$ cat config.mk
export PLATFORM = sky130hd
export DESIGN_NAME = fbt_front
export DESIGN_NICKNAME = d
export VERILOG_FILES = /design/src/rtl/fbt_pkg.sv /design/src/rtl/fbt_front.sv
export SDC_FILE = /design/constraint.sdc
export NUM_CORES = 2
export LEC_CHECK = 0
export BUFFER_PORTS_ARGS = -buffer_cell sky130_fd_sc_hd__clkbuf_2
export CORE_ASPECT_RATIO = 0.6
export CORE_MARGIN = 1
export CORE_UTILIZATION = 50
export CTS_CLUSTER_SIZE = 24
export DETAILED_ROUTE_END_ITERATION = 8
export GPL_TIMING_DRIVEN = 0
export PLACE_DENSITY = 0.72
export SYNTH_ARGS = -nofsm -noshare
export SYNTH_HDL_FRONTEND = slang
export SYNTH_SLANG_ARGS = --single-unit
$ cat constraint.sdc
create_clock -name clock -period 9.8 [get_ports clock]
set_input_delay 1.96 -clock clock [delete_from_list [all_inputs] [get_ports clock]]
set_output_delay 1.96 -clock clock [all_outputs]
set_load 0.05 [all_outputs]
$ cat src/rtl/fbt_pkg.sv
// ----------------------------------------------------------------------------
// fbt_pkg
// Types, constants and the sine table builder of the FM bell tone block.
// ----------------------------------------------------------------------------
package fbt_pkg;

   // Default values of the top level parameters.
   localparam int unsigned INDEX_BITS_DEFAULT      = 20;
   localparam int unsigned SINE_TABLE_BITS_DEFAULT = 10;

   // Register and sample widths.
   localparam int unsigned STEP_W   = 32;
   localparam int unsigned DEPTH_W  = 16;
   localparam int unsigned AMP_W    = 15;
   localparam int unsigned SAMPLE_W = 16;

   // Register reset values.
   localparam logic [STEP_W-1:0]  CARRIER_STEP_RESET   = 32'd19478310;
   localparam logic [STEP_W-1:0]  MODULATOR_STEP_RESET = 32'd27269633;
   localparam logic [DEPTH_W-1:0] MOD_DEPTH_RESET      = 16'd2608;
   localparam logic [AMP_W-1:0]   AMPLITUDE_RESET      = 15'd32767;
   localparam logic [STEP_W-1:0]  DECAY_COEF_RESET     = 32'd68849;

   // Envelope constants: ln(2) in Q0.32 and one in Q30.
   localparam logic [31:0] LN2_Q32 = 32'd2977044472;
   localparam logic [30:0] Q30_ONE = 31'd1073741824;

   // Number of terms of the exp() series, one pipeline step each.
   localparam int unsigned EXP_TERMS = 11;

   // Queue between front and back.
   localparam int unsigned QUEUE_DEPTH    = 4;
   localparam int unsigned QUEUE_PTR_BITS = 2;

   // Quarter wave polynomial coefficients, Q30.
   localparam logic [63:0] SC1  = 64'd1686629713;
   localparam logic [63:0] SC3  = 64'd693598668;
   localparam logic [63:0] SC5  = 64'd85569306;
   localparam logic [63:0] SC7  = 64'd5026995;
   localparam logic [63:0] SC9  = 64'd172272;
   localparam logic [63:0] SC11 = 64'd3864;

   // One classified item as it leaves the front.
   typedef struct packed {
      logic [31:0] carrier_phase;
      logic [31:0] mod_phase;
      logic [31:0] decay_frac;
      logic [4:0]  decay_shift;
      logic        silent;
   } qent_type;

   // One item inside the exp() series.
   typedef struct packed {
      logic signed [15:0] sine;
      logic [4:0]         decay_shift;
      logic               silent;
      logic [29:0]        y;
      logic [30:0]        p;
   } hterm_type;

   // Sine table entry k in Q1.15, built from an odd quarter wave polynomial.
   function automatic logic signed [15:0] sine_entry(input int unsigned k,
                                                     input int unsigned tbits);
      int unsigned        qbits;
      int unsigned        quad;
      logic [63:0]        r;
      logic [63:0]        x;
      logic [63:0]        x2;
      logic [63:0]        p;
      logic [63:0]        s;
      logic signed [15:0] v;
      qbits = tbits - 2;
      quad  = (k >> qbits) & 3;
      r     = 64'(k & ((1 << qbits) - 1));
      if ((quad & 1) != 0) begin
         r = (64'd1 << qbits) - r;
      end
      x  = r << (30 - qbits);
      x2 = (x * x) >> 30;
      p  = SC11;
      p  = SC9 - ((p * x2) >> 30);
      p  = SC7 - ((p * x2) >> 30);
      p  = SC5 - ((p * x2) >> 30);
      p  = SC3 - ((p * x2) >> 30);
      p  = SC1 - ((p * x2) >> 30);
      s  = (p * x) >> 30;
      s  = (s + 64'd16384) >> 15;
      if (s > 64'd32767) begin
         s = 64'd32767;
      end
      v = 16'(s);
      return ((quad & 2) != 0) ? -v : v;
   endfunction

endpackage

$ cat src/rtl/fbt_front.sv
// ----------------------------------------------------------------------------
// fbt_front
// Accepts sample indexes, forms both phases and splits the envelope exponent.
// ----------------------------------------------------------------------------
module fbt_front #(
   parameter int unsigned INDEX_BITS = 20
) (
   input  logic                  clock,
   input  logic                  reset,
   input  logic                  req_valid,
   output logic                  req_stall,
   input  logic [INDEX_BITS-1:0] req_sample_index,
   input  logic [31:0]           carrier_step,
   input  logic [31:0]           modulator_step,
   input  logic [31:0]           decay_coef,
   input  logic                  queue_full,
   output logic                  push,
   output fbt_pkg::qent_type     entry
);
   import fbt_pkg::*;

   localparam int unsigned PW = INDEX_BITS + 32;
   localparam logic [INDEX_BITS-1:0] SILENT_EXP = INDEX_BITS'(31);

   logic [PW-1:0]         pc_prod;
   logic [PW-1:0]         pm_prod;
   logic [PW-1:0]         e_prod;
   logic [INDEX_BITS-1:0] e_int;
   logic                  accept;
   qent_type              ent_in;
   qent_type              ent_ff;
   logic                  valid_ff;

   // Phase and envelope exponent products.
   assign pc_prod = PW'(req_sample_index) * PW'(carrier_step);
   assign pm_prod = PW'(req_sample_index) * PW'(modulator_step);
   assign e_prod  = PW'(req_sample_index) * PW'(decay_coef);
   assign e_int   = e_prod[PW-1:32];

   // Classify: the integer part of the exponent either shifts or silences.
   always_comb begin
      ent_in.carrier_phase = pc_prod[31:0];
      ent_in.mod_phase     = pm_prod[31:0];
      ent_in.decay_frac    = e_prod[31:0];
      ent_in.decay_shift   = e_int[4:0];
      ent_in.silent        = (e_int >= SILENT_EXP);
   end

   // A held beat blocks new input only while the queue is full.
   assign req_stall = valid_ff && queue_full;
   assign accept    = req_valid && !req_stall;
   assign push      = valid_ff && !queue_full;
   assign entry     = ent_ff;

   always_ff @(posedge clock) begin
      if (reset) begin
         valid_ff <= 1'b0;
      end else if (accept) begin
         valid_ff <= 1'b1;
      end else if (push) begin
         valid_ff <= 1'b0;
      end
   end

   always_ff @(posedge clock) begin
      if (accept) begin
         ent_ff <= ent_in;
      end
   end

endmodule

==> results.md <==
- Outcome: complete, but fails checks
- Failing checks: DRC, setup timing
- Final period util: 100%
- Clock Pin Slew Worst Setup and Hold Paths: 0.08 ns
- Cell variety after synth: 66
- Iteration-0 DRC Markers: 4135
- Post-CTS Resized: 25
- Post-Syn Nets: 7204
- Buf+Inv Stages, Crit Path: 7
- Xor/xnor cell area share of the yosys netlist: between 2 and 3%
- Total congestion overflow: 0
- I/O Pins: ~220
- Synth Area in Adders: 57.9%
- Layout cells sized above 1: 4.56%
- Post-synth EDFFs: 102
- Ys Warns: 0
- Gate Count Post-Synth: between 5k and 6k
- Crit path max-delay family: adder cells
- Async SR Flop Fraction: 0%
- Worst setup margin: -0.0182 ns
- Die ar.: 101000 µm²
- Drt pass-1 iters: 8
- Worst Setup End Kind: flop
- TritonCTS Buffers: 9
- Worst-margin pin slew: 1.34 ns
- Largest stage delay on the critical path: 0.74 ns
- WP data required: 10.01 ns
- Postcts setup bufs: 0
- Die H: between 200 and 250 µm
- Placer Congestion: 1.05
- Syn_area_per_cell: 9.05 µm²
- Register area share after synthesis: 6.17%
- Hold path depth: 3
- RSZ-0062 raised after global routing: yes
- Yosys reg bits: 103
- Post-DP HPWL: 145 mm
- RR Startpoint: valid_ff
- Most used cell, CP: fa_1
- Final Setup Violations: 1
- Later-pin clock latency in the skew report: 0.48 ns
- R2r worst-path depth: 4
- H-tree Lvls: 3
- Post-Synthesis Cell Area: about 50000 µm²
- Clk root buf: clkbuf_16
- Row count: approximately 90
- CP max stage cell: clkbuf_1
- Via count: 39.0k
- Simple-Gate Fraction of Synth Area: roughly 17%
- Die Width: approximately 410 µm
- Main combinational cell family by area after synthesis: adder cells
- HP Class: flop to flop
- Maximum capacitance violations: 0
- Pre-CTS setup slack: -1.71 ns
- Routed wire length: 174 mm
- Buffers added on ports: 151
- Max Fclk: 102 MHz
- Initial Util: 50.6%
- P&R area growth vs syn: 5.86%
- Hold Fails Final Rpt: 0
- R2r setup slk: ~7.8 ns
- Critical path data arrival time: 10.03 ns
- Worst flop-to-flop path endpoint: entry[54]
- Tmin final: 9.82 ns
- Largest net degree at the start of global routing: 30
- Fillers: roughly 9k
- Final clock skew: 0.0134 ns
- CTS Hold Buffers Added: 0
- Drt drc: 21
- Total global-route track usage: between 30 and 40%
- DRT antenna net count: 0
- Crit path kind: input port to flop
- Final Max Tran Viols: 0
- CP max FO: 10
- First-pass GRT wire length: between 200 and 300 mm
- Setup TNS: -0.0182 ns
- Longest Clk Path Bufs: 2
- Crit path from: req_sample_index[10]
- Ys flop type: edfxtp_1
- CTS Sinks: 103
- Vias in the first global route: 39.6k
- CTS tree: yes
- Initial antenna violation count: 14
- Fin nets: around 7.4k
- Routed len/inst: 24.8 µm
- Instance count on the critical path: 27
- Rel. slew slack: 10.7%
- Vias per cell: 5.55
- Post-synthesis compound-gate area fraction: under 10%
- Core area: 98700 µm²
- Worst Setup EP: entry[0]
- CP Launch Type: input port
- Mux contribution to synthesized area: 0.143%
==> cell usage after synthesis (all sizes together), types with 4 or more instances <==
master | number | area (µm²)
inv | 1266 | 4750
fa | 1242 | 24900
nand2 | 1004 | 3770
and2 | 604 | 3780
ha | 324 | 4050
clkbuf | 322 | 1210
xnor2 | 120 | 1050
edfxtp | 102 | 3060
a21oi | 93 | 465
nor2 | 60 | 225
o21ai | 57 | 289
a21o | 48 | 362
xor2 | 36 | 315
nand2b | 20 | 125
nand3 | 19 | 95.1
nor3 | 16 | 85.1
and3 | 15 | 93.8
a31oi | 14 | 87.6
nand4 | 14 | 87.6
nor2b | 14 | 87.6
a211oi | 12 | 90.1
o21a | 12 | 90.1
o21bai | 12 | 90.1
a21boi | 7 | 52.6
o211ai | 7 | 52.6
mux2i | 6 | 60.1
or3 | 6 | 38.8
a211o | 5 | 43.8
a2111oi | 4 | 53.8
a221oi | 4 | 35.0
a22oi | 4 | 30.0
a31o | 4 | 35.0
nor4 | 4 | 31.3
==> worst min path at each step <==
stage,to,slack (ns),from
after floorplan,valid_ff,0.83,valid_ff
after global placement,valid_ff,0.59,valid_ff
after detailed placement,valid_ff,0.65,valid_ff
after CTS,valid_ff,0.66,valid_ff
after global routing,valid_ff,0.74,valid_ff
final,valid_ff,0.66,valid_ff
==> metal layers <==
layer | GRT usage (%) | vias to the layer above | routed length (µm)
li1 | - | 16300 | -
met1 | 51.5 | 19500 | 73200
met2 | 45.2 | 2747 | 64000
met3 | 17.6 | 353 | 30300
met4 | 10.6 | 10 | 6080
met5 | 0 | - | 205
==> state kept, by name, indices dropped and copies added, names as in the netlist <==
signal    count
entry       102
valid_ff      1
==> layout make-up <==
type                       instances  area, µm²  share of cell area, %
multi-input combinational       3827      40900                   77.4
inverter                        1266       4750                   8.99
sequential                       103       3080                   5.83
tap                             1319       1650                   3.12
buffer                           313       1290                   2.43
timing repair buffer             154        818                   1.55
clock buffer                      10        229                  0.433
clock inverter                     6       92.6                  0.175
antenna                           16       40.0                 0.0757
==> stage by stage <==
stage / std cells / util [%] / cell area, µm² / hold WS (ns)
after floorplan: 5518 / - / 49900 / 0.827
after global placement: 6988 / 53.0 / 52300 / 0.585
after detailed placement: 6991 / 53.1 / 52400 / 0.653
after CTS: 7001 / 53.5 / 52700 / 0.664
after global routing: 7001 / 53.5 / 52800 / 0.743
final: 7014 / 53.6 / 52900 / 0.659
==> placed cells by master, fill, tap and decap left out, types with 5 or more instances in the layout <==
cell / n
and2_1: 604
nand2b_1: 20
a21boi_0: 5
fa_1: 1242
ha_1: 324
o21ai_1: 6
nor2_1: 60
nand4_1: 14
o21a_1: 12
o211ai_1: 7
diode_2: 16
o21bai_1: 12
and3_1: 15
xor2_1: 36
a211oi_1: 12
mux2i_1: 6
o21ai_0: 50
clkbuf_1: 241
nand2_1: 1004
nor3_1: 15
clkbuf_16: 9
a211o_1: 5
xnor2_1: 120
clkbuf_2: 211
clkbuf_4: 6
a31oi_1: 14
a21oi_1: 93
inv_1: 1266
nor2b_1: 13
or3_1: 5
a21o_1: 47
nand3_1: 19
edfxtp_1: 102
==> logic make-up after synthesis <==
| logic type | count (synthesis) |
|---|---|
| compound gates | 308 |
| xor+xnor | 156 |
| fa+ha+maj | 1566 |
| buf+inv | 1588 |
| flops | 103 |
| mux | 7 |
| simple gates | 1790 |
==> worst min-delay path, stage by stage, from the launching register on <==
cell	delay, ns
dfxtp_1	0.31
and2_1	0.18
nor2_1	0.10
nor2_1	0.04
Power is left out: the tool's default activity adds up to more than one toggle a clock period on the data nets, which glitch-free logic cannot reach.
