--- src/rtl/fbt_pkg.sv ---
// ----------------------------------------------------------------------------
// fbt_pkg
// Types, constants and the sine table builder of the FM bell tone block.
// ----------------------------------------------------------------------------
package fbt_pkg;

   // Default values of the top level parameters.
   localparam int unsigned INDEX_BITS_DEFAULT      = 20;
   localparam int unsigned SINE_TABLE_BITS_DEFAULT = 10;

   // Register and sample widths.
   localparam int unsigned STEP_W   = 32;
   localparam int unsigned DEPTH_W  = 16;
   localparam int unsigned AMP_W    = 15;
   localparam int unsigned SAMPLE_W = 16;

   // Register reset values.
   localparam logic [STEP_W-1:0]  CARRIER_STEP_RESET   = 32'd19478310;
   localparam logic [STEP_W-1:0]  MODULATOR_STEP_RESET = 32'd27269633;
   localparam logic [DEPTH_W-1:0] MOD_DEPTH_RESET      = 16'd2608;
   localparam logic [AMP_W-1:0]   AMPLITUDE_RESET      = 15'd32767;
   localparam logic [STEP_W-1:0]  DECAY_COEF_RESET     = 32'd68849;

   // Envelope constants: ln(2) in Q0.32 and one in Q30.
   localparam logic [31:0] LN2_Q32 = 32'd2977044472;
   localparam logic [30:0] Q30_ONE = 31'd1073741824;

   // Number of terms of the exp() series, one pipeline step each.
   localparam int unsigned EXP_TERMS = 11;

   // Queue between front and back.
   localparam int unsigned QUEUE_DEPTH    = 4;
   localparam int unsigned QUEUE_PTR_BITS = 2;

   // Quarter wave polynomial coefficients, Q30.
   localparam logic [63:0] SC1  = 64'd1686629713;
   localparam logic [63:0] SC3  = 64'd693598668;
   localparam logic [63:0] SC5  = 64'd85569306;
   localparam logic [63:0] SC7  = 64'd5026995;
   localparam logic [63:0] SC9  = 64'd172272;
   localparam logic [63:0] SC11 = 64'd3864;

   // One classified item as it leaves the front.
   typedef struct packed {
      logic [31:0] carrier_phase;
      logic [31:0] mod_phase;
      logic [31:0] decay_frac;
      logic [4:0]  decay_shift;
      logic        silent;
   } qent_type;

   // One item inside the exp() series.
   typedef struct packed {
      logic signed [15:0] sine;
      logic [4:0]         decay_shift;
      logic               silent;
      logic [29:0]        y;
      logic [30:0]        p;
   } hterm_type;

   // Sine table entry k in Q1.15, built from an odd quarter wave polynomial.
   function automatic logic signed [15:0] sine_entry(input int unsigned k,
                                                     input int unsigned tbits);
      int unsigned        qbits;
      int unsigned        quad;
      logic [63:0]        r;
      logic [63:0]        x;
      logic [63:0]        x2;
      logic [63:0]        p;
      logic [63:0]        s;
      logic signed [15:0] v;
      qbits = tbits - 2;
      quad  = (k >> qbits) & 3;
      r     = 64'(k & ((1 << qbits) - 1));
      if ((quad & 1) != 0) begin
         r = (64'd1 << qbits) - r;
      end
      x  = r << (30 - qbits);
      x2 = (x * x) >> 30;
      p  = SC11;
      p  = SC9 - ((p * x2) >> 30);
      p  = SC7 - ((p * x2) >> 30);
      p  = SC5 - ((p * x2) >> 30);
      p  = SC3 - ((p * x2) >> 30);
      p  = SC1 - ((p * x2) >> 30);
      s  = (p * x) >> 30;
      s  = (s + 64'd16384) >> 15;
      if (s > 64'd32767) begin
         s = 64'd32767;
      end
      v = 16'(s);
      return ((quad & 2) != 0) ? -v : v;
   endfunction

endpackage

--- src/rtl/fbt_queue.sv ---
// ----------------------------------------------------------------------------
// fbt_queue
// Short first-in first-out queue between the front and the back.
// ----------------------------------------------------------------------------
module fbt_queue (
   input  logic              clock,
   input  logic              reset,
   input  logic              push,
   input  fbt_pkg::qent_type push_entry,
   input  logic              pop,
   output logic              full,
   output logic              head_valid,
   output fbt_pkg::qent_type head
);
   import fbt_pkg::*;

   qent_type                  mem [QUEUE_DEPTH];
   logic [QUEUE_PTR_BITS-1:0] wr_ptr_ff;
   logic [QUEUE_PTR_BITS-1:0] rd_ptr_ff;
   logic [QUEUE_PTR_BITS:0]   count_ff;

   assign full       = (count_ff == (QUEUE_PTR_BITS+1)'(QUEUE_DEPTH));
   assign head_valid = (count_ff != '0);
   assign head       = mem[rd_ptr_ff];

   // Pointers and fill count.
   always_ff @(posedge clock) begin
      if (reset) begin
         wr_ptr_ff <= '0;
         rd_ptr_ff <= '0;
         count_ff  <= '0;
      end else begin
         if (push) begin
            wr_ptr_ff <= wr_ptr_ff + 1'b1;
         end
         if (pop) begin
            rd_ptr_ff <= rd_ptr_ff + 1'b1;
         end
         if (push && !pop) begin
            count_ff <= count_ff + 1'b1;
         end else if (pop && !push) begin
            count_ff <= count_ff - 1'b1;
         end
      end
   end

   // Storage.
   always_ff @(posedge clock) begin
      if (push) begin
         mem[wr_ptr_ff] <= push_entry;
      end
   end

endmodule

--- config.mk ---
export PLATFORM = sky130hd
export DESIGN_NAME = fbt_queue
export DESIGN_NICKNAME = d
export VERILOG_FILES = /design/src/rtl/fbt_pkg.sv /design/src/rtl/fbt_queue.sv
export SDC_FILE = /design/constraint.sdc
export NUM_CORES = 1
export LEC_CHECK = 0
export ABC_AREA = 0
export BUFFER_PORTS_ARGS = -buffer_cell sky130_fd_sc_hd__buf_2
export CAP_MARGIN = 25
export CORE_MARGIN = 2
export CORE_UTILIZATION = 48
export DETAILED_ROUTE_END_ITERATION = 8
export GPL_TIMING_DRIVEN = 0
export PLACE_DENSITY = 0.75
export RECOVER_POWER = 100
export SLEW_MARGIN = 20
export SYNTH_ARGS = -nofsm -noshare
export SYNTH_HDL_FRONTEND = slang
export SYNTH_SLANG_ARGS = --single-unit
--- constraint.sdc ---
create_clock -name clock -period 5.1 [get_ports clock]
set_input_delay 0.51 -clock clock [delete_from_list [all_inputs] [get_ports clock]]
set_output_delay 0.51 -clock clock [all_outputs]
set_load 0.02 [all_outputs]
==> results of run 1 <==
==> state kept, by name, summed over array words and instances, names as in the netlist, named ones only <==
name,flops
count_ff,3
mem,408
rd_ptr_ff,2
wr_ptr_ff,2
==> kinds of logic (layout without fill, tap and decap cells) <==
| logic type | after synthesis | after routing | share of synthesized area, % |
|---|---|---|---|
| other | 0 | 1 | 0 |
| adder cells (fa/ha/maj) | 6 | 6 | 0.545 |
| XOR/XNOR | 5 | 5 | 0.289 |
| multiplexers | 104 | 104 | 15.3 |
| buffers and inverters | 27 | 321 | 1.20 |
| AO/OA/AOI/OAI | 2 | 2 | 0.0660 |
| flip-flops | 417 | 417 | 82.1 |
| AND/OR/NAND/NOR | 15 | 15 | 0.496 |
==> power groups by stage <==
stage / sequential [mW] / combinational [mW] / clock, mW
after floorplan: 4.05 / 0.536 / 0
after global placement: 4.07 / 0.823 / 0
after detailed placement: 4.05 / 0.860 / 0
after CTS: 3.98 / 0.863 / 2.90
after global routing: 3.99 / 0.860 / 3.02
final: 3.98 / 0.800 / 2.82
==> path summary, 6_finish.rpt <==
check,endpoint,slack (ns),depth (start not counted)
setup / recovery,mem[0][63],1.59,5
hold / removal,mem[0][91],0.24,1
setup reg to reg,mem[0][63],1.59,5
hold reg to reg,count_ff[2],0.51,2
==> worst reg2reg max path, delay by kind of cell (launching register included) <==
kind	cells	cell delay, ns
adder cells (fa/ha/maj)	1	0.14
flip-flops	1	0.35
buffers and inverters	3	0.67
AND/OR/NAND/NOR	1	2.03
==> through the flow <==
step	setup WS, ns	power, mW	hold WS (ns)
6_report	1.59	7.60	0.236
5_1_grt	1.24	7.87	0.225
4_1_cts	1.90	7.73	0.167
3_5_place_dp	2.47	4.91	0.496
3_3_place_gp	-0.327	4.89	0.477
2_1_floorplan	1.73	4.58	0.461
==> layout by cell type, fill, tap and decap left out <==
cell / synthesis / layout
nand2_1: 1 / 1
clkinv_1: 0 / 11
and2_0: 0 / 4
o21ai_0: 1 / 1
xnor2_1: 2 / 2
clkinv_2: 0 / 6
fa_1: 1 / 1
buf_2: 10 / 11
clkbuf_8: 0 / 2
diode_2: 0 / 1
clkbuf_16: 0 / 43
buf_12: 0 / 6
mux4_2: 102 / 102
clkinv_4: 0 / 1
dfxtp_1: 9 / 9
ha_1: 5 / 5
inv_6: 0 / 2
edfxtp_1: 408 / 408
clkbuf_1: 4 / 222
or3_1: 2 / 2
a21oi_1: 1 / 1
buf_6: 9 / 9
bufinv_16: 0 / 1
mux2i_1: 2 / 2
inv_1: 4 / 4
xor2_1: 3 / 3
nor3b_1: 1 / 1
buf_16: 0 / 3
nor2_1: 7 / 7
==> routing by layer <==
metal,global-route usage [%],up-vias
li1,-,3010
met1,21.7,3565
met2,28.9,214
met3,4.75,49
met4,5.17,0
met5,0,-
==> final cells by class <==
type | instances | share of cell area [%]
flip-flops and latches | 417 | 69.4
multi-input cells | 132 | 14.1
clock buffers | 56 | 6.39
repair buffers | 217 | 5.57
well taps | 402 | 2.81
plain buffers | 23 | 0.860
clock inverters | 21 | 0.713
inverters | 4 | 0.0839
diodes | 1 | 0.0140
==> results.sh, run 1 <==
export IMPL_status="finished, violations left"
export IMPL_violations="max-capacitance violations, max-slew violations"
export IMPL_synth_cell_type_count=19
export IMPL_period_needed_ns=3.51
export IMPL_tritoncts="built"
export IMPL_synth_edf_count=408
export IMPL_final_cells=1273
export IMPL_worstReg2RegStart="wr_ptr_ff[0]"
export IMPL_switching_power_mw=1.73
export IMPL_dp_hpwl_um=17600
export IMPL_initial_utilization_pct=48.4
export IMPL_cts_max_level=2
export IMPL_vias=6838
export IMPL_drtPass1Iterations=5
export IMPL_tightest_slew_ns=2.79
export IMPL_synth_warnings=0
export IMPL_dr_max_layer_used="met4"
export IMPL_final_setup_tns_ns=0
export IMPL_die_area_um2=33000
export IMPL_syn_to_final_growth_pct=18.2
export IMPL_finalSetupViolations=0
export IMPL_multi_input_area_um2=2530
export IMPL_final_util_pct=57.2
export IMPL_fin_worst_skew_ns=0.0120
export IMPL_synth_common_cells="edfxtp_1, mux4_2, buf_2, buf_6, dfxtp_1"
export IMPL_antenna_left=0
export IMPL_clockBufferDepth=3
export IMPL_ys_flop_type="edfxtp_1"
export IMPL_cts_buffers=42
export IMPL_fp_dieW_um=182
export IMPL_crit_start="wr_ptr_ff[0]"
export IMPL_port_buffers=208
export IMPL_num_fill_cells=2347
export IMPL_crit_family="simple AND/OR/NAND/NOR gates"
export IMPL_postCtsHoldBufs=0
export IMPL_clock_latency_ns=0.52
export IMPL_postCtsSetupRepairBufs=0
export IMPL_grt_overflow_total=0
export IMPL_finalCritPeriodShare_pct=68.9
export IMPL_avgViaCountPerCell=5.37
export IMPL_syn_nets=688
export IMPL_path_clk_slew_ns=0.06
export IMPL_drt_wl_total_um=27800
export IMPL_clock_power_share_pct=37.1
export IMPL_slowest_stage="and2_0"
export IMPL_grt_max_degree=45
export IMPL_antenna_found_initial=1
export IMPL_hold_class="in2reg"
export IMPL_critPathKind="reg2reg"
export IMPL_synthCells=576
export IMPL_pin_count=210
export IMPL_hold_viol_final=0
export IMPL_avgRoutedWirePerCell_um=21.9
export IMPL_die_height_um=182
export IMPL_path_cells="inv_1, ha_1, and2_0, buf_16, buf_12"
export IMPL_cts_root_buf="clkbuf_16"
export IMPL_crit_path_max_incr_delay_ns=2.03
export IMPL_drc=0
export IMPL_rsz0062_at_grt="false"
export IMPL_async_flop_share_pct=0
export IMPL_place_congestion=0.671
export IMPL_place_inst=1195
export IMPL_ys_seq_area_share_pct=82.1
export IMPL_cts_repair_resized=0
export IMPL_p_int_mw=5.87
export IMPL_gr_usage_all_layers_pct=17.1
export IMPL_met3_length_um=2120
export IMPL_drtIter0Drc=373
export IMPL_maxSlewViolCount=124
export IMPL_holdCritStartpoint="push_entry[91]"
export IMPL_power_leakage_nw=5.56
export IMPL_met2_length_um=14000
export IMPL_ir_worst_vdd_mv=0.303
export IMPL_drive_gt1_share_pct=21.4
export IMPL_synth_area_leaders="edfxtp_1, mux4_2, dfxtp_1"
export IMPL_rows=65
export IMPL_synth_area_per_cell_um2=26.3
export IMPL_max_cap_violations=4
export IMPL_cts_sinks=417
export IMPL_synth_top_area_cell="edfxtp_1"
export IMPL_crit_arrival_ns=3.72
export IMPL_start_kind="flip-flop"
export IMPL_regArea_um2=12400
export IMPL_power_density_nw_per_um2=424
export IMPL_layout_nets=949
export IMPL_critPathRequiredTime_ns=5.31
export IMPL_syn_cell_area_um2=15100
export IMPL_fin_area_um2=17900
export IMPL_design_core_area_um2=31300
export IMPL_yosysTopAreaCellShare_pct=80.9
export IMPL_grt_first_pass_wirelength_um=42600
export IMPL_swShare_pct=22.7
export IMPL_wl_met1_um=11100
export IMPL_p_seq_share_pct=52.4
export IMPL_comb_power_share_pct=10.5
export IMPL_fmax_mhz=285
export IMPL_worstPathMaxFanout=42
export IMPL_yosys_register_bits=417
export IMPL_path_buf_inv=3
export IMPL_end_kind="flip-flop"
export IMPL_grt_pass1_vias=7568
export IMPL_slew_headroom_pct=-86.4
export IMPL_synth_most_common_cell="edfxtp_1"
export IMPL_placed_cell_area_um2=16900
Power figures use the tool's default switching activity.
==> run 2, diff against run 1 <==
--- a/config.mk
+++ b/config.mk
@@ -12,7 +12,7 @@
 export CORE_UTILIZATION = 48
 export DETAILED_ROUTE_END_ITERATION = 8
 export GPL_TIMING_DRIVEN = 0
-export PLACE_DENSITY = 0.75
+export PLACE_DENSITY = 0.77
 export RECOVER_POWER = 100
 export SLEW_MARGIN = 20
 export SYNTH_ARGS = -nofsm -noshare
==> constraint.sdc (replaced) <==
create_clock -name clock -period 3 [get_ports clock]
set_input_delay 0.3 -clock clock [delete_from_list [all_inputs] [get_ports clock]]
set_output_delay 0.3 -clock clock [all_outputs]
set_load 0.02 [all_outputs]
==> results.sh, run 2 (synthesized netlist as in run 1, its figures left out) <==
export IMPL_crit_end="head[44]"
export IMPL_power_leakage_nw=6.05
export IMPL_fin_worst_skew_ns=0.00804
export IMPL_drive_gt1_share_pct=21.0
export IMPL_regArea_um2=12400
export IMPL_avgRoutedWirePerCell_um=21.5
export IMPL_maxSlewViolCount=28
export IMPL_path_clk_slew_ns=0.06
export IMPL_tightest_slew_ns=1.73
export IMPL_vias=7215
export IMPL_rows=65
export IMPL_regMostFlops="mem"
export IMPL_final_cell_mix="edfxtp_1, clkbuf_1, mux4_2, dlygate4sd3_1, clkbuf_16"
export IMPL_cts_sinks=417
export IMPL_max_cap_violations=1
export IMPL_port_buffers=208
export IMPL_grt_first_pass_wirelength_um=44800
export IMPL_worstPathMaxFanout=10
export IMPL_period_needed_ns=2.66
export IMPL_r2r_worst_path_cells=3
export IMPL_fp_dieW_um=182
export IMPL_gr_usage_all_layers_pct=17.9
export IMPL_critPathRequiredTime_ns=2.70
export IMPL_hold_class="in2reg"
export IMPL_cts_buffers=42
export IMPL_hold_viol_final=0
export IMPL_drtPass1Iterations=7
export IMPL_grt_max_degree=44
export IMPL_drt_wl_total_um=29400
export IMPL_layout_commonest_cell="edfxtp_1"
export IMPL_clock_latency_ns=0.52
export IMPL_largest_reg_flops=408
export IMPL_grt_pass1_vias=7805
export IMPL_final_setup_tns_ns=0
export IMPL_layout_nets=1049
export IMPL_final_cells=1370
export IMPL_finalCritPeriodShare_pct=88.6
export IMPL_grt_overflow_total=0
export IMPL_violations="max-capacitance violations, max-slew violations"
export IMPL_tritoncts="built"
export IMPL_fmax_mhz=376
export IMPL_critPathKind="reg2out"
export IMPL_r2r_slack_ns=0.44
export IMPL_multi_input_area_um2=2530
export IMPL_pin_count=210
export IMPL_initial_utilization_pct=48.4
export IMPL_antenna_cells=0
export IMPL_finalSetupViolations=0
export IMPL_clockBufferDepth=3
export IMPL_cts_max_level=2
export IMPL_worstReg2RegStart="wr_ptr_ff[0]"
export IMPL_syn_to_final_growth_pct=25.1
export IMPL_reg2reg_to="mem[1][49]"
export IMPL_rsz0062_at_grt="false"
export IMPL_start_kind="flip-flop"
export IMPL_slew_headroom_pct=-15.6
export IMPL_die_area_um2=33000
export IMPL_antenna_left=0
export IMPL_antenna_found_initial=0
export IMPL_end_kind="output port"
export IMPL_cts_root_buf="clkbuf_16"
export IMPL_drc=0
export IMPL_avgViaCountPerCell=5.27
export IMPL_place_inst=1194
export IMPL_place_congestion=0.679
export IMPL_status="finished, violations left"
export IMPL_crit_arrival_ns=2.36
export IMPL_num_fill_cells=2233
export IMPL_design_core_area_um2=31300
export IMPL_ir_worst_vdd_mv=0.508
export IMPL_power_density_nw_per_um2=700
export IMPL_drtIter0Drc=407
export IMPL_die_height_um=182
export IMPL_dp_hpwl_um=17700
export IMPL_top_regs="mem x408, count_ff x3"
-- run 2: cell types whose count changed in the layout (fill, tap and decap cells not counted), moves of 3 or more --
cell,before,now
dlygate4sd3_1,0,101
clkbuf_1,222,205
buf_2,11,27
and2_0,4,0
buf_12,6,3
clkbuf_2,0,3
-- run 2: worst min-delay path by stage --
stage,start,to,cells after the start
floorplan,push_entry[0],mem[0][0],0
global placement,count_ff[2],count_ff[2],2
detailed placement,count_ff[2],count_ff[2],2
CTS,push_entry[84],mem[0][84],1
global route,push_entry[84],mem[0][84],1
finish,push_entry[84],mem[0][84],1
-- run 2: where the power goes --
group | switching, mW | total, mW | internal, mW
clock | 2.04 | 5.02 | 2.99
sequential | 0.0660 | 6.76 | 6.69
combinational | 0.879 | 1.47 | 0.594
total | 2.98 | 13.3 | 10.3
-- run 2: cell type report --
class	count	area share, %
timing repair buffer	317	10.4
buffer	23	0.846
inverter	4	0.0793
sequential	417	65.6
tap	402	2.66
clock inverter	18	0.826
clock buffer	57	6.18
multi-input combinational	132	13.4
-- run 2: worst max-delay path, cell delays in order (launching register included) --
cell and delay, ns:
dfxtp_1 0.34, clkbuf_2 0.46, buf_6 0.28, mux4_2 0.52, clkbuf_1 0.22
-- run 2: repair_timing --
item | 4_1_cts | 5_1_grt
hold buffers | 101 | 0
resized for setup | 0 | 3
setup endpoints to repair | 0 | 12
buffers inserted | 0 | 0
hold endpoints to repair | 404 | 0
-- run 2: metal layers --
| layer | GRT usage [%] | share of wire, % |
|---|---|---|
| met5 | 0 | 0 |
| met4 | 4.98 | 2.0 |
| met1 | 22.4 | 40 |
| met3 | 4.63 | 6.6 |
| met2 | 31.3 | 51 |
-- run 2: per-stage QoR --
step	utilization [%]	setup WS (ns)	hold WS [ns]	total power, mW	instance area (um^2)
2_1_floorplan	-	0.758	0.399	7.78	15100
3_3_place_gp	53.3	-0.229	0.495	8.28	16700
3_5_place_dp	53.9	0.566	0.510	8.34	16900
4_1_cts	61.4	0.00530	0.000591	13.5	19200
5_1_grt	60.5	0.177	0.0918	13.7	18900
6_report	60.5	0.342	0.0975	13.3	18900
==> run 3, diff against run 2 <==
--- a/config.mk
+++ b/config.mk
@@ -14,7 +14,7 @@
 export GPL_TIMING_DRIVEN = 0
 export PLACE_DENSITY = 0.77
 export RECOVER_POWER = 100
-export SLEW_MARGIN = 20
+export REMOVE_ABC_BUFFERS = 1
 export SYNTH_ARGS = -nofsm -noshare
 export SYNTH_HDL_FRONTEND = slang
 export SYNTH_SLANG_ARGS = --single-unit
==> results.sh, run 3 (synthesized netlist as in run 1, its figures left out) <==
export IMPL_finalCritPeriodShare_pct=90.9
export IMPL_path_clk_slew_ns=0.07
export IMPL_end_kind="output port"
export IMPL_fp_dieW_um=182
export IMPL_max_cap_violations=3
export IMPL_path_buf_inv=2
export IMPL_period_needed_ns=2.73
export IMPL_hold_viol_final=0
export IMPL_tritoncts="built"
export IMPL_fmax_mhz=367
export IMPL_cts_max_level=2
export IMPL_start_kind="flip-flop"
export IMPL_grtUsageMet3_pct=4.93
export IMPL_whs_ns=0.0410
export IMPL_violations="max-capacitance violations, max-slew violations"
export IMPL_power_mw=13.5
export IMPL_slowest_stage="dfxtp_4"
export IMPL_cts_sinks=417
export IMPL_initial_utilization_pct=48.4
export IMPL_regMostFlops="mem"
export IMPL_power_leakage_nw=6.01
export IMPL_antenna_found_initial=2
export IMPL_grt_pass1_vias=7807
export IMPL_drive_gt1_share_pct=19.9
export IMPL_drtIter0Drc=469
export IMPL_design_core_area_um2=31300
export IMPL_die_height_um=182
export IMPL_place_congestion=0.687
export IMPL_critPathKind="reg2out"
export IMPL_num_fill_cells=2248
export IMPL_use_met1_pct=22.6
export IMPL_busiest_layer="met2"
export IMPL_dp_hpwl_um=16100
export IMPL_cts_repair_resized=0
export IMPL_gr_usage_all_layers_pct=17.5
export IMPL_drt_wl_total_um=28700
export IMPL_die_area_um2=33000
export IMPL_hold_class="in2reg"
export IMPL_rows=65
export IMPL_crit_family="flip-flops"
export IMPL_clock_latency_ns=0.53
export IMPL_vias=7083
export IMPL_final_cell_mix="edfxtp_1, clkbuf_1, mux4_2, dlygate4sd3_1, clkbuf_16"
export IMPL_avgRoutedWirePerCell_um=21.1
export IMPL_syn_to_final_growth_pct=25.2
export IMPL_avgViaCountPerCell=5.22
export IMPL_layout_commonest_cell="edfxtp_1"
export IMPL_tightest_slew_ns=1.67
export IMPL_maxSlewViolCount=82
export IMPL_drc=0
export IMPL_layout_nets=1031
export IMPL_path_cells="buf_16, mux4_2, clkbuf_1"
export IMPL_r2r_slack_ns=0.33
export IMPL_pin_count=210
export IMPL_finalSetupViolations=0
export IMPL_drtPass1Iterations=5
export IMPL_rsz0062_at_grt="false"
export IMPL_grt_first_pass_wirelength_um=44100
export IMPL_crit_arrival_ns=2.43
export IMPL_clockBufferDepth=3
export IMPL_worstReg2RegStart="wr_ptr_ff[0]"
export IMPL_crit_path_max_incr_delay_ns=0.72
export IMPL_fin_worst_skew_ns=0.0147
export IMPL_cts_buffers=42
export IMPL_grt_overflow_total=0
export IMPL_grt_max_degree=42
export IMPL_met2_usage_pct=29.4
export IMPL_slew_headroom_pct=-11.2
export IMPL_largest_reg_flops=408
export IMPL_critPathRequiredTime_ns=2.70
export IMPL_ir_worst_vdd_mv=0.801
export IMPL_top_regs="mem x408, count_ff x3"
export IMPL_power_density_nw_per_um2=710
export IMPL_holdCritStartpoint="reset"
export IMPL_worstPathMaxFanout=41
export IMPL_cts_root_buf="clkbuf_16"
export IMPL_antenna_left=0
export IMPL_status="finished, violations left"
export IMPL_port_buffers=209
## run 3: cell types whose count changed in the layout (fill, tap and decap cells not counted), sizes merged
cell	change
buf	-24
bufinv	+2
clkbuf	+4
clkinv	+3
clkinvlp	+1
diode	+1
inv	-1
## run 3: layer usage
layer	part of all wire [%]	vias up
met4	2.2	0
met1	40	3619
li1	-	3170
met3	7.4	46
met5	0	-
met2	51	248
## run 3: final cells by class
| type | count | area (um^2) | area share (%) |
|---|---|---|---|
| repair buffers | 322 | 2060 | 10.9 |
| inverters | 4 | 15.0 | 0.0792 |
| clock inverters | 23 | 236 | 1.25 |
| well taps | 402 | 503 | 2.65 |
| flip-flops and latches | 417 | 12400 | 65.6 |
| diodes | 1 | 2.50 | 0.0132 |
| multi-input cells | 132 | 2530 | 13.3 |
| clock buffers | 55 | 1170 | 6.19 |
## run 3: what timing repair did
item                       CTS  global route
hold buffers               101             0
hold endpoints to repair   404             0
buffers inserted             0             0
setup endpoints to repair    0             0
## run 3: per-stage QoR
stage	cell area, um^2	utilization (%)	instances	setup TNS (ns)	worst slack (ns)
6_report	19000	60.6	1356	0	0.274
3_5_place_dp	16800	53.8	1176	0	0.782
5_1_grt	19000	60.5	1355	0	0.0721
2_1_floorplan	15000	-	553	-379.18	-2.27
3_3_place_gp	16500	52.8	1164	-1372.20	-4.33
4_1_cts	19300	61.5	1355	0	0.200
## run 3: power breakdown
part,total (mW),switching (mW),internal (mW)
sequential,6.80,0.103,6.69
clock,5.25,2.06,3.19
combinational,1.41,0.828,0.578
total,13.5,3.00,10.5
## run 3: final timing paths
path                                    to  cells after the start
worst max-delay path              head[75]                      3
worst min register to register   flip-flop                      2
worst min-delay path             flip-flop                      2
worst max register to register  mem[0][28]                      4
